**src/sv/arct_pkg.sv**
```systemverilog
// shared types, codes and defaults of the address range coalescing table
package arct_pkg;

  localparam int unsigned TableDepthDefault = 16;
  localparam int unsigned AddrBitsDefault   = 48;

  // fixed field widths of the request and result items
  localparam int unsigned IndexBits  = 4;
  localparam int unsigned CountBits  = 5;
  localparam int unsigned StatusBits = 2;

  typedef enum logic {
    OP_INSERT = 1'b0,
    OP_READ   = 1'b1
  } op_e;

  typedef enum logic [StatusBits-1:0] {
    STATUS_OK        = 2'd0,
    STATUS_FULL      = 2'd1,
    STATUS_BAD_INDEX = 2'd2
  } status_e;

  typedef enum logic [2:0] {
    S_IDLE,
    S_SCAN,
    S_COMPACT,
    S_READ,
    S_FINISH
  } state_e;

  // controller to datapath
  typedef struct packed {
    logic load;
    logic scan;
    logic compact;
    logic rewind;
    logic read_issue;
    logic commit;
  } arct_cmd_t;

  // datapath to controller
  typedef struct packed {
    logic op_read;
    logic scan_done;
    logic merge_many;
    logic out_free;
  } arct_sts_t;

endpackage

```
**src/sv/arct_ram.sv**
```systemverilog
// generic single write port, single read port ram with registered read
module arct_ram #(
  parameter int unsigned Width = 8,
  parameter int unsigned Depth = 16
) (
  input  logic                     clk_i,
  input  logic                     wr_en_i,
  input  logic [$clog2(Depth)-1:0] wr_addr_i,
  input  logic [Width-1:0]         wr_data_i,
  input  logic                     rd_en_i,
  input  logic [$clog2(Depth)-1:0] rd_addr_i,
  output logic [Width-1:0]         rd_data_o
);

  logic [Width-1:0] mem_q [Depth];
  logic [Width-1:0] rd_data_q;

  always_ff @(posedge clk_i) begin
    if (wr_en_i) begin
      mem_q[wr_addr_i] <= wr_data_i;
    end
    if (rd_en_i) begin
      rd_data_q <= mem_q[rd_addr_i];
    end
  end

  assign rd_data_o = rd_data_q;

endmodule

```
**src/sv/arct_ctrl.sv**
```systemverilog
// sequencing state machine of the address range coalescing table
module arct_ctrl (
  input  logic               clk_i,
  input  logic               rst_ni,
  input  logic               s_valid_i,
  output logic               s_ready_o,
  input  arct_pkg::arct_sts_t sts_i,
  output arct_pkg::arct_cmd_t cmd_o
);
  import arct_pkg::*;

  state_e state_q, state_d;
  logic   accept;

  assign accept = s_valid_i && (state_q == S_IDLE);

  always_comb begin
    state_d = state_q;
    unique case (state_q)
      S_IDLE: begin
        if (s_valid_i) begin
          state_d = (op_e'(sts_i.op_read) == OP_READ) ? S_READ : S_SCAN;
        end
      end
      S_SCAN: begin
        if (sts_i.scan_done) begin
          state_d = sts_i.merge_many ? S_COMPACT : S_FINISH;
        end
      end
      S_COMPACT: begin
        if (sts_i.scan_done) begin
          state_d = S_FINISH;
        end
      end
      S_READ:   state_d = S_FINISH;
      S_FINISH: begin
        if (sts_i.out_free) begin
          state_d = S_IDLE;
        end
      end
      default:  state_d = S_IDLE;
    endcase
  end

  always_comb begin
    cmd_o     = '0;
    s_ready_o = 1'b0;
    unique case (state_q)
      S_IDLE: begin
        s_ready_o  = 1'b1;
        cmd_o.load = accept;
      end
      S_SCAN: begin
        cmd_o.scan   = 1'b1;
        cmd_o.rewind = sts_i.scan_done && sts_i.merge_many;
      end
      S_COMPACT: cmd_o.compact    = 1'b1;
      S_READ:    cmd_o.read_issue = 1'b1;
      S_FINISH:  cmd_o.commit     = sts_i.out_free;
      default: begin
        s_ready_o = 1'b0;
      end
    endcase
  end

  always_ff @(posedge clk_i or negedge rst_ni) begin
    if (!rst_ni) begin
      state_q <= S_IDLE;
    end else begin
      state_q <= state_d;
    end
  end

endmodule

```
**src/sv/arct_dp.sv**
```systemverilog
// table storage, overlap test, union accumulator and result register
module arct_dp #(
  parameter int unsigned TableDepth = arct_pkg::TableDepthDefault,
  parameter int unsigned AddrBits   = arct_pkg::AddrBitsDefault
) (
  input  logic                          clk_i,
  input  logic                          rst_ni,
  input  arct_pkg::arct_cmd_t           cmd_i,
  output arct_pkg::arct_sts_t           sts_o,
  input  logic                          in_op_i,
  input  logic [AddrBits-1:0]           in_start_i,
  input  logic [AddrBits-1:0]           in_length_i,
  input  logic [arct_pkg::IndexBits-1:0] in_index_i,
  input  logic                          out_ready_i,
  output logic                          out_valid_o,
  output logic [arct_pkg::CountBits-1:0] out_count_o,
  output arct_pkg::status_e             out_status_o,
  output logic [AddrBits-1:0]           out_start_o,
  output logic [AddrBits:0]             out_length_o
);
  import arct_pkg::*;

  localparam int unsigned IdxW  = $clog2(TableDepth);
  localparam int unsigned CntW  = $clog2(TableDepth + 1);
  localparam int unsigned LenW  = AddrBits + 1;
  localparam int unsigned EndW  = AddrBits + 2;
  localparam int unsigned WordW = AddrBits + LenW;
  localparam int unsigned CmpW  = CntW + IndexBits;

  // request registers
  op_e                  op_q;
  logic [AddrBits-1:0]  ns_q;
  logic [AddrBits-1:0]  nl_q;
  logic [LenW-1:0]      be_q;
  logic [IndexBits-1:0] idx_q;

  // table control
  logic [CntW-1:0] count_q, count_d;
  logic [CntW-1:0] ptr_q, ptr_d;
  logic [CntW-1:0] wptr_q, wptr_d;
  logic            pv_q, pv_d;
  logic [IdxW-1:0] pidx_q, pidx_d;
  logic [1:0]      hits_q, hits_d;
  logic [IdxW-1:0] first_q, first_d;

  // union accumulator, kept as low start and high end
  logic [AddrBits-1:0] lo_q, lo_d;
  logic [LenW-1:0]     hi_q, hi_d;

  // result register
  logic                 out_valid_q, out_valid_d;
  logic [CntW-1:0]      res_count_q, res_count_d;
  status_e              res_status_q, res_status_d;
  logic [AddrBits-1:0]  res_start_q, res_start_d;
  logic [LenW-1:0]      res_len_q, res_len_d;

  // ram ports
  logic             wr_en, rd_en;
  logic [IdxW-1:0]  wr_addr, rd_addr;
  logic [WordW-1:0] wr_data, rd_data;

  logic [AddrBits-1:0] r_start;
  logic [LenW-1:0]     r_len;
  logic [EndW-1:0]     r_end;
  logic                hit;
  logic                more_to_read;
  logic                idx_ok;
  logic                table_full;
  logic [LenW-1:0]     union_len;

  assign r_start = rd_data[AddrBits-1:0];
  assign r_len   = rd_data[WordW-1:AddrBits];
  assign r_end   = EndW'(r_start) + EndW'(r_len);

  // half-open overlap, touching ranges do not count
  assign hit = ((r_start <= ns_q) && (EndW'(ns_q) < r_end)) ||
               ((ns_q <= r_start) && (LenW'(r_start) < be_q));

  assign more_to_read = (ptr_q < count_q);
  assign idx_ok       = (CmpW'(idx_q) < CmpW'(count_q));
  assign table_full   = (count_q == CntW'(TableDepth));
  assign union_len    = hi_q - LenW'(lo_q);

  assign sts_o.op_read    = in_op_i;
  assign sts_o.scan_done  = !more_to_read && !pv_q;
  assign sts_o.merge_many = hits_q[1];
  assign sts_o.out_free   = !out_valid_q || out_ready_i;

  always_comb begin
    count_d      = count_q;
    ptr_d        = ptr_q;
    wptr_d       = wptr_q;
    pv_d         = 1'b0;
    pidx_d       = pidx_q;
    hits_d       = hits_q;
    first_d      = first_q;
    lo_d         = lo_q;
    hi_d         = hi_q;
    out_valid_d  = out_valid_q && !out_ready_i;
    res_count_d  = res_count_q;
    res_status_d = res_status_q;
    res_start_d  = res_start_q;
    res_len_d    = res_len_q;
    wr_en        = 1'b0;
    wr_addr      = count_q[IdxW-1:0];
    wr_data      = {LenW'(nl_q), ns_q};
    rd_en        = 1'b0;
    rd_addr      = ptr_q[IdxW-1:0];

    if (cmd_i.load) begin
      ptr_d  = '0;
      wptr_d = '0;
      hits_d = '0;
      lo_d   = in_start_i;
      hi_d   = LenW'(in_start_i) + LenW'(in_length_i);
    end

    // walk the valid entries, one ram read per cycle, data in the cycle after the read
    if (cmd_i.scan || cmd_i.compact) begin
      if (more_to_read) begin
        rd_en  = 1'b1;
        ptr_d  = ptr_q + 1'b1;
        pv_d   = 1'b1;
        pidx_d = ptr_q[IdxW-1:0];
      end
    end

    if (cmd_i.scan && pv_q && hit) begin
      if (hits_q == 2'd0) begin
        first_d = pidx_q;
      end
      if (!hits_q[1]) begin
        hits_d = hits_q + 1'b1;
      end
      if (r_start < lo_q) begin
        lo_d = r_start;
      end
      if (r_end > EndW'(hi_q)) begin
        hi_d = LenW'(r_end);
      end
    end

    // keep entries that miss, packed to the front
    if (cmd_i.compact && pv_q && !hit) begin
      wr_en   = 1'b1;
      wr_addr = wptr_q[IdxW-1:0];
      wr_data = rd_data;
      wptr_d  = wptr_q + 1'b1;
    end

    if (cmd_i.rewind) begin
      ptr_d  = '0;
      wptr_d = '0;
      pv_d   = 1'b0;
    end

    if (cmd_i.read_issue) begin
      rd_en   = 1'b1;
      rd_addr = IdxW'(idx_q);
    end

    if (cmd_i.commit) begin
      out_valid_d  = 1'b1;
      res_status_d = STATUS_OK;
      res_start_d  = '0;
      res_len_d    = '0;
      if (op_q == OP_READ) begin
        if (idx_ok) begin
          res_start_d = r_start;
          res_len_d   = r_len;
        end else begin
          res_status_d = STATUS_BAD_INDEX;
        end
      end else if (hits_q == 2'd0) begin
        if (table_full) begin
          res_status_d = STATUS_FULL;
        end else begin
          wr_en   = 1'b1;
          count_d = count_q + 1'b1;
        end
      end else if (hits_q == 2'd1) begin
        wr_en   = 1'b1;
        wr_addr = first_q;
        wr_data = {union_len, lo_q};
      end else begin
        wr_en   = 1'b1;
        wr_addr = wptr_q[IdxW-1:0];
        wr_data = {union_len, lo_q};
        count_d = wptr_q + 1'b1;
      end
      res_count_d = (op_q == OP_READ) ? count_q : count_d;
    end
  end

  always_ff @(posedge clk_i or negedge rst_ni) begin
    if (!rst_ni) begin
      count_q     <= '0;
      ptr_q       <= '0;
      wptr_q      <= '0;
      pv_q        <= 1'b0;
      hits_q      <= '0;
      out_valid_q <= 1'b0;
    end else begin
      count_q     <= count_d;
      ptr_q       <= ptr_d;
      wptr_q      <= wptr_d;
      pv_q        <= pv_d;
      hits_q      <= hits_d;
      out_valid_q <= out_valid_d;
    end
  end

  always_ff @(posedge clk_i) begin
    if (cmd_i.load) begin
      op_q  <= op_e'(in_op_i);
      ns_q  <= in_start_i;
      nl_q  <= in_length_i;
      be_q  <= LenW'(in_start_i) + LenW'(in_length_i);
      idx_q <= in_index_i;
    end
    pidx_q       <= pidx_d;
    first_q      <= first_d;
    lo_q         <= lo_d;
    hi_q         <= hi_d;
    res_count_q  <= res_count_d;
    res_status_q <= res_status_d;
    res_start_q  <= res_start_d;
    res_len_q    <= res_len_d;
  end

  arct_ram #(
    .Width (WordW),
    .Depth (TableDepth)
  ) u_arct_ram (
    .clk_i     (clk_i),
    .wr_en_i   (wr_en),
    .wr_addr_i (wr_addr),
    .wr_data_i (wr_data),
    .rd_en_i   (rd_en),
    .rd_addr_i (rd_addr),
    .rd_data_o (rd_data)
  );

  assign out_valid_o  = out_valid_q;
  assign out_count_o  = CountBits'(res_count_q);
  assign out_status_o = res_status_q;
  assign out_start_o  = res_start_q;
  assign out_length_o = res_len_q;

endmodule

```
**src/sv/address_range_coalescing_table.sv**
```systemverilog
// top level of the address range coalescing table
//
// request channel (s_axis): tuser carries the op (0 insert a range, 1 read an
// entry); tdata carries start address, length and read index. result channel
// (m_axis): tuser carries the status (0 ok, 1 table full and insert dropped,
// 2 read index invalid); tdata carries the entry count after the request and,
// for a read, the start and length of the entry (zero otherwise).
// one request is worked on at a time; s_axis_tready is high while idle.
// a read issues one ram read at the index and registers the result. an insert
// walks the n valid entries through the table ram, one read a cycle, to count
// overlaps and grow the union; when two or more entries merge, a second walk
// packs the kept entries down. the result waits in an output register, so a new
// request can be accepted while the receiver stalls; the next result then waits
// for that register. reset empties the table (entry count zero) and drops any
// pending result; the table ram itself is not cleared, entries past the count
// are never returned.
module address_range_coalescing_table #(
  parameter int unsigned TableDepth = arct_pkg::TableDepthDefault,
  parameter int unsigned AddrBits   = arct_pkg::AddrBitsDefault,
  localparam int unsigned InBits    = 2 * AddrBits + arct_pkg::IndexBits,
  localparam int unsigned InW       = ((InBits + 7) / 8) * 8,
  localparam int unsigned OutBits   = arct_pkg::CountBits + 2 * AddrBits + 1,
  localparam int unsigned OutW      = ((OutBits + 7) / 8) * 8
) (
  input  logic                            clk_i,
  input  logic                            rst_ni,
  input  logic                            s_axis_tvalid,
  output logic                            s_axis_tready,
  // start_address, length, read_index, zero pad
  input  logic [InW-1:0]                  s_axis_tdata,
  // op
  input  logic                            s_axis_tuser,
  output logic                            m_axis_tvalid,
  input  logic                            m_axis_tready,
  // entry_count, entry_start, entry_length, zero pad
  output logic [OutW-1:0]                 m_axis_tdata,
  // status
  output logic [arct_pkg::StatusBits-1:0] m_axis_tuser
);
  import arct_pkg::*;

  arct_cmd_t cmd;
  arct_sts_t sts;

  logic [CountBits-1:0] res_count;
  status_e              res_status;
  logic [AddrBits-1:0]  res_start;
  logic [AddrBits:0]    res_length;

  // sequencing
  arct_ctrl u_arct_ctrl (
    .clk_i     (clk_i),
    .rst_ni    (rst_ni),
    .s_valid_i (s_axis_tvalid),
    .s_ready_o (s_axis_tready),
    .sts_i     (sts),
    .cmd_o     (cmd)
  );

  // storage, overlap test and result register
  arct_dp #(
    .TableDepth (TableDepth),
    .AddrBits   (AddrBits)
  ) u_arct_dp (
    .clk_i        (clk_i),
    .rst_ni       (rst_ni),
    .cmd_i        (cmd),
    .sts_o        (sts),
    .in_op_i      (s_axis_tuser),
    .in_start_i   (s_axis_tdata[AddrBits-1:0]),
    .in_length_i  (s_axis_tdata[2*AddrBits-1:AddrBits]),
    .in_index_i   (s_axis_tdata[InBits-1:2*AddrBits]),
    .out_ready_i  (m_axis_tready),
    .out_valid_o  (m_axis_tvalid),
    .out_count_o  (res_count),
    .out_status_o (res_status),
    .out_start_o  (res_start),
    .out_length_o (res_length)
  );

  // pack result fields from the lowest bit up, pad bits zero
  assign m_axis_tdata = OutW'({res_length, res_start, res_count});
  assign m_axis_tuser = res_status;

endmodule

```
**config.mk**
```make
export PLATFORM = sky130hd
export DESIGN_NAME = address_range_coalescing_table
export DESIGN_NICKNAME = d
export VERILOG_FILES = /design/src/sv/arct_pkg.sv /design/src/sv/arct_ram.sv /design/src/sv/arct_ctrl.sv /design/src/sv/arct_dp.sv /design/src/sv/address_range_coalescing_table.sv
export SDC_FILE = /design/constraint.sdc
export NUM_CORES = 2
export LEC_CHECK = 0
export BUFFER_PORTS_ARGS = -buffer_cell sky130_fd_sc_hd__buf_2
export CORE_AREA = 2 2 410 412
export DETAILED_ROUTE_END_ITERATION = 10
export DIE_AREA = 0 0 412 414
export HOLD_SLACK_MARGIN = 0.1
export PLACE_DENSITY_LB_ADDON = 0.08
export SETUP_SLACK_MARGIN = 0.02
export SYNTH_ARGS = -nofsm -noshare
export SYNTH_HDL_FRONTEND = slang
export SYNTH_HIERARCHICAL = 1
export SYNTH_SLANG_ARGS = --single-unit
```
**constraint.sdc**
```tcl
create_clock -name clk_i -period 23.6 [get_ports clk_i]
set_input_delay 7.08 -clock clk_i [delete_from_list [all_inputs] [get_ports clk_i]]
set_output_delay 7.08 -clock clk_i [all_outputs]
set_load 0.005 [all_outputs]
```
# --- Word-level counts from Yosys, hierarchy flattened ---
# Memory sizes are Yosys's and may differ from the RTL's. A register that Yosys moved wholly into a read port is not among the register bits.
# Index checks and enable logic that the tools add are counted.
# Widths: inputs -> output; s select.
word_totals:
  memories: 1
  output_inout_bits: 108
  reg_bits: 381
  in_bits: 109
  elab_cells: 132
  ram_bits: 1552
mem_list:
  columns: ["name", "words", "word_bits", "read_ports", "rd_clocked_by_memory_dff", "write_ports", "line", "text"]
  rows:
  - ["u_arct_dp.u_arct_ram.mem_q", 16, 97, 1, 1, 1, "arct_ram.sv:15", "logic [Width-1:0] mem_q [Depth];"]
classes:
  addsub: 7
  n_mux: 61
  eq_ne: 10
  magnitude_cmp: 8
  n_reduce_logical: 25
ops:
  columns: ["operator", "count"]
  rows:
  - ["$mux 97", 4]
  - ["$mux 49", 3]
  - ["$mux 48", 3]
  - ["$le 48x48->1", 2]
  - ["$mux 5", 12]
  - ["$add 48x49->50", 1]
  - ["$gt 50x49->1", 1]
  - ["$lt 48x50->1", 1]
  - ["$add 48x48->49", 1]
  - ["$lt 48x49->1", 1]
  - ["$sub 49x48->49", 1]
  - ["$lt 48x48->1", 1]
  - ["$mux 4", 6]
  - ["$mux 1", 20]
  - ["$add 5x1->5 const B", 3]
  - ["$mux 3", 5]
  - ["$pmux 3 s5", 1]
  - ["$mux 2", 7]
  - ["$logic_and 1x1->1", 10]
  - ["$eq 3x2->1 const B", 2]
  - ["$ne 2x1->1 const B", 3]
  - ["$reduce_and 2->1", 3]
  - ["$eq 5x5->1 const B", 1]
  - ["$logic_not 1->1", 5]
  - ["12 further kinds", 14]

# --- Logic depth before layout (Yosys ltp) ---
depth:
  word_depth: 13
  mapped_depth: 32
  ltp_nobuf: 29

# --- By module ---
# Netlist, hierarchy kept.
by_module_without_submodules:
  columns: ["module", "instances", "area_per_inst_um2", "cells_per_inst"]
  rows:
  - ["arct_ram", 1, 60840.9, 2484]
  - ["arct_dp", 1, 29620.9, 3176]
  - ["arct_ctrl", 1, 275.3, 32]
  - ["address_range_coalescing_table", 1, 18.8, 3]

# --- Worst setup path before layout ---
# No wires, ideal clock.
synth_path:
  path_type: "input to register"
  start: "input m_axis_tready"
  end: "memory u_arct_dp/u_arct_ram/mem_q[0][0] in the netlist's numbering, enable pin"
  arrival_ns: 17.453
  slack_ns: 5.475
  n_path_buf: 4
  cell_stages: 11
  t_required_ns: 22.929
  setup_ns: 0.671
  cell_sequence: "nand2b_1 -> and4bb_2 -> nand2b_1 -> clkbuf_1 -> nor2_1 -> clkbuf_1 -> clkbuf_1 -> clkbuf_1 -> o22ai_1 -> or3b_2 -> nor3_1"
synth_rtl:
  columns: ["element", "line", "text"]
  rows:
  - ["start: declaration", "address_range_coalescing_table.sv:34", "input logic m_axis_tready,"]
  - ["end: declaration", "arct_ram.sv:15", null]

==> results.cfg <==
[outcome]
status = completed

[layout]
area_delta_synth_final_pct = 12.1
utilization_pct = 61.2
final_common_cell = edfxtp_1
fin_cells = 8423
nets = 6539
multi_input_area_um2 = 28900
drive_gt1_share_pct = 18.0
mostFrequentLayoutCells = 1911 x edfxtp_1, 390 x ha_1, 388 x mux4_2, 365 x nand2_1, 286 x inv_1
ff_latch_area_um2 = 59900
final_area_um2 = 102000
fillers = 12500

[sta]
setup_viol_count_final = 0
final.setup.tns_ns = 0
rsz0062_at_grt = false
tightest_slew_ns = 1.28
max_slew_margin_pct = 14.3
hold_viol_final = 0
setup_slack_ns = 10.64
min_period_over_period_pct = 54.9
clock.fmax_mhz = 77.2
min_period_ns = 12.96
skew_ns = 0.0567
drv_slew = 0

[clocking]
postCtsSetupBuffers = 0
cts_tree = done
cts_max_level = 4
hold_buffers = 0
cts_made_buffers = 205
cts_sinks = 2030
clk_pin_slew_ns = 0.06
root_buffer = clkbuf_16
cts_resized = 0
clock_path_buffers = 3
clk_latency_ns = 0.87

[critical_path]
path_buf_inv = 4
worstPathMaxFanout = 59
slowest_stage = a21oi_1
critPathKind = in -> reg
critPathCaptureType = flip-flop
r2r_slack_ns = 11.71
cp_cell_sequence = buf_2 -> nand2b_1 -> and4bb_4 -> buf_4 -> nand2b_1 -> or2_2 -> a21oi_1 -> nand2b_1 -> nor2_4 -> buf_4 -> buf_4
cp-start-kind = input port
regToRegEndpoint = u_arct_dp/u_arct_ram/mem_q[2][27]$_DFFE_PP_
rr_worst_depth = 29
crit_required_ns = 24.07
worstPathArrival_ns = 13.43
cpPeakStageDelay_ns = 1.01
crit_family = simple AND/OR/NAND/NOR gates
r2r-start = u_arct_dp/u_arct_ram/rd_data_o[0]$_DFFE_PP_

[grt]
grt_max_degree = 128
overflow = 0
antenna_found_initial = 12
grt_pass1_vias = 52200
grt_pass1_wl_mm = 359
grt_usage_pct = 29.1

[placed_design]
dp_slack_ns = 9.77
io_buffers = 210
place.gp.congestion = 0.928
dpl_cell_area_um2 = 95000
hpwl_mm = 154
numPlacedInstances = 8034

[floorplan]
num_rows = 150
dieArea_um2 = 171000
ioPinCount = 217
die_y_um = 414
core-area_um2 = 166000
die_x_um = 412
initial_core_util_pct = 54.6

[logic_synthesis]
ys_ff_latch = 2030
ys_types = 87
ys_async_sr_fraction_pct = 1.08
syn_area_per_cell_um2 = 15.9
synth_edf_count = 1911
seq_area_frac_synth_pct = 66.0
synth_ff_type = edfxtp_1
netlist_instances = 5695
yosysWarnings = 6
syn_area_um2 = 90800

[run]
drv_cap = 0

[drt]
antenna_left = 0
via_count = 53200
dr.first_iter.drc_count = 6118
routedWlPerCell_um = 29.5
wl_mm = 249
drcViolationCount = 0
viasPerCell = 6.31
drtPass1Iterations = 8

[pwr]
p_sw_mw = 5.42
pwr-share-seq_pct = 35.6
p_leak_nw = 37.1
powerDensity_nw_per_um2 = 140
p_clk_share_pct = 22.5
vdd_drop_max_mv = 0.141
comb_power_share_pct = 41.8
sw_frac_of_total_pct = 38.0
p_int_mw = 8.83

[worst_hold_path]
min_path_cells = 0
hold_start = u_arct_dp/pidx_q[1]$_DFFE_PP_
hp-class = reg -> reg
hold_end = u_arct_dp/first_q[1]$_DFFE_PP_
==> power groups by stage <==
stage                     Sequential, mW  Clock, mW  Combinational, mW
after floorplan                     4.92          0               4.18
final                               5.08       3.21               5.96
after detailed placement            5.14          0               5.88
after global placement              5.14          0               5.81
after CTS                           5.07       3.26               5.92
after global routing                5.10       3.40               6.54
==> worst max-delay path by stage <==
stage / start / endpoint / slack (ns) / cells past startpoint
global route: m_axis_tready / u_arct_dp/u_arct_ram/mem_q[1][77]$_DFFE_PP_ / 10.34 / 11
CTS: m_axis_tready / u_arct_dp/u_arct_ram/mem_q[1][78]$_DFFE_PP_ / 10.66 / 11
finish: m_axis_tready / u_arct_dp/u_arct_ram/mem_q[1][78]$_DFFE_PP_ / 10.64 / 11
detailed placement: m_axis_tready / u_arct_dp/u_arct_ram/mem_q[1][34]$_DFFE_PP_ / 9.77 / 11
floorplan: m_axis_tready / u_arct_dp/u_arct_ram/mem_q[0][0]$_DFFE_PP_ / 5.48 / 11
global placement: m_axis_tready / u_arct_dp/u_arct_ram/mem_q[1][34]$_DFFE_PP_ / 9.92 / 11
==> layer usage <==
layer | up-vias | part of all wire (%) | global-route usage [%]
met4 | 2 | 3.0 | 8.83
met2 | 2187 | 47 | 46.1
met1 | 27500 | 42 | 42.1
met3 | 381 | 7.5 | 4.45
li1 | 23100 | - | -
met5 | - | 0.0052 | 0
==> cell usage after synthesis (all sizes together), types with 21 or more instances <==
cell	n	area, µm²
edfxtp	1911	57400
nor3	35	175
buf	106	634
xor2	50	438
dfrtp	22	551
inv	286	1070
o21a	33	248
nand2b	42	263
and2	119	744
nor2b	35	219
o21ai	293	1470
and3	21	131
nand4	54	338
clkbuf	127	477
mux2i	223	2230
xnor2	83	727
mux4	388	8740
nand3	42	210
a31oi	23	159
nor2	134	503
o21bai	21	158
a22oi	201	1510
a21o	157	1180
nand2	365	1370
ha	390	4880
a211oi	23	173
a21oi	211	1060
dfxtp	97	1940
==> cell type report <==
type / instances / area share [%]
antenna: 5 / 0.0123
clock buffer: 251 / 5.30
clock inverter: 133 / 1.27
inverter: 286 / 1.06
multi-input combinational: 3147 / 28.4
sequential: 2030 / 58.9
tap: 2204 / 2.71
timing repair buffer: 367 / 2.34
==> sequential cells by signal, indices dropped and copies added (netlist names) <==
register	count
u_arct_dp/out_valid_o	1
u_arct_dp/out_status_o	2
u_arct_dp/out_length_o	49
u_arct_dp/ns_q	48
u_arct_dp/out_start_o	48
u_arct_dp/nl_q	48
u_arct_dp/first_q	4
u_arct_dp/lo_q	48
u_arct_dp/pidx_q	4
u_arct_ctrl/state_q	3
u_arct_dp/op_q	1
u_arct_dp/count_q	5
u_arct_dp/u_arct_ram/rd_data_o	97
u_arct_dp/out_count_o	5
u_arct_dp/idx_q	4
u_arct_dp/u_arct_ram/mem_q	1552
u_arct_dp/wptr_q	5
u_arct_dp/ptr_q	5
u_arct_dp/pv_q	1
u_arct_dp/hi_q	49
u_arct_dp/hits_q	2
u_arct_dp/be_q	49
==> cell families after synthesis <==
family	after synthesis	synth area share, %
buf+inv	519	2.41
mux	627	12.3
fa+ha+maj	394	5.45
xor+xnor	134	1.31
compound gates	1074	7.65
simple gates	916	4.91
flops	2030	66.0
other cells	1	0.00413
==> through the flow <==
step                      power [mW]  hold slack (ns)
after CTS                       14.2            0.439
final                           14.2            0.436
after floorplan                 9.10            0.400
after global placement          10.9            0.420
after global routing            15.0            0.450
after detailed placement        11.0            0.430
No activity file was read; power rests on OpenSTA's default activity.
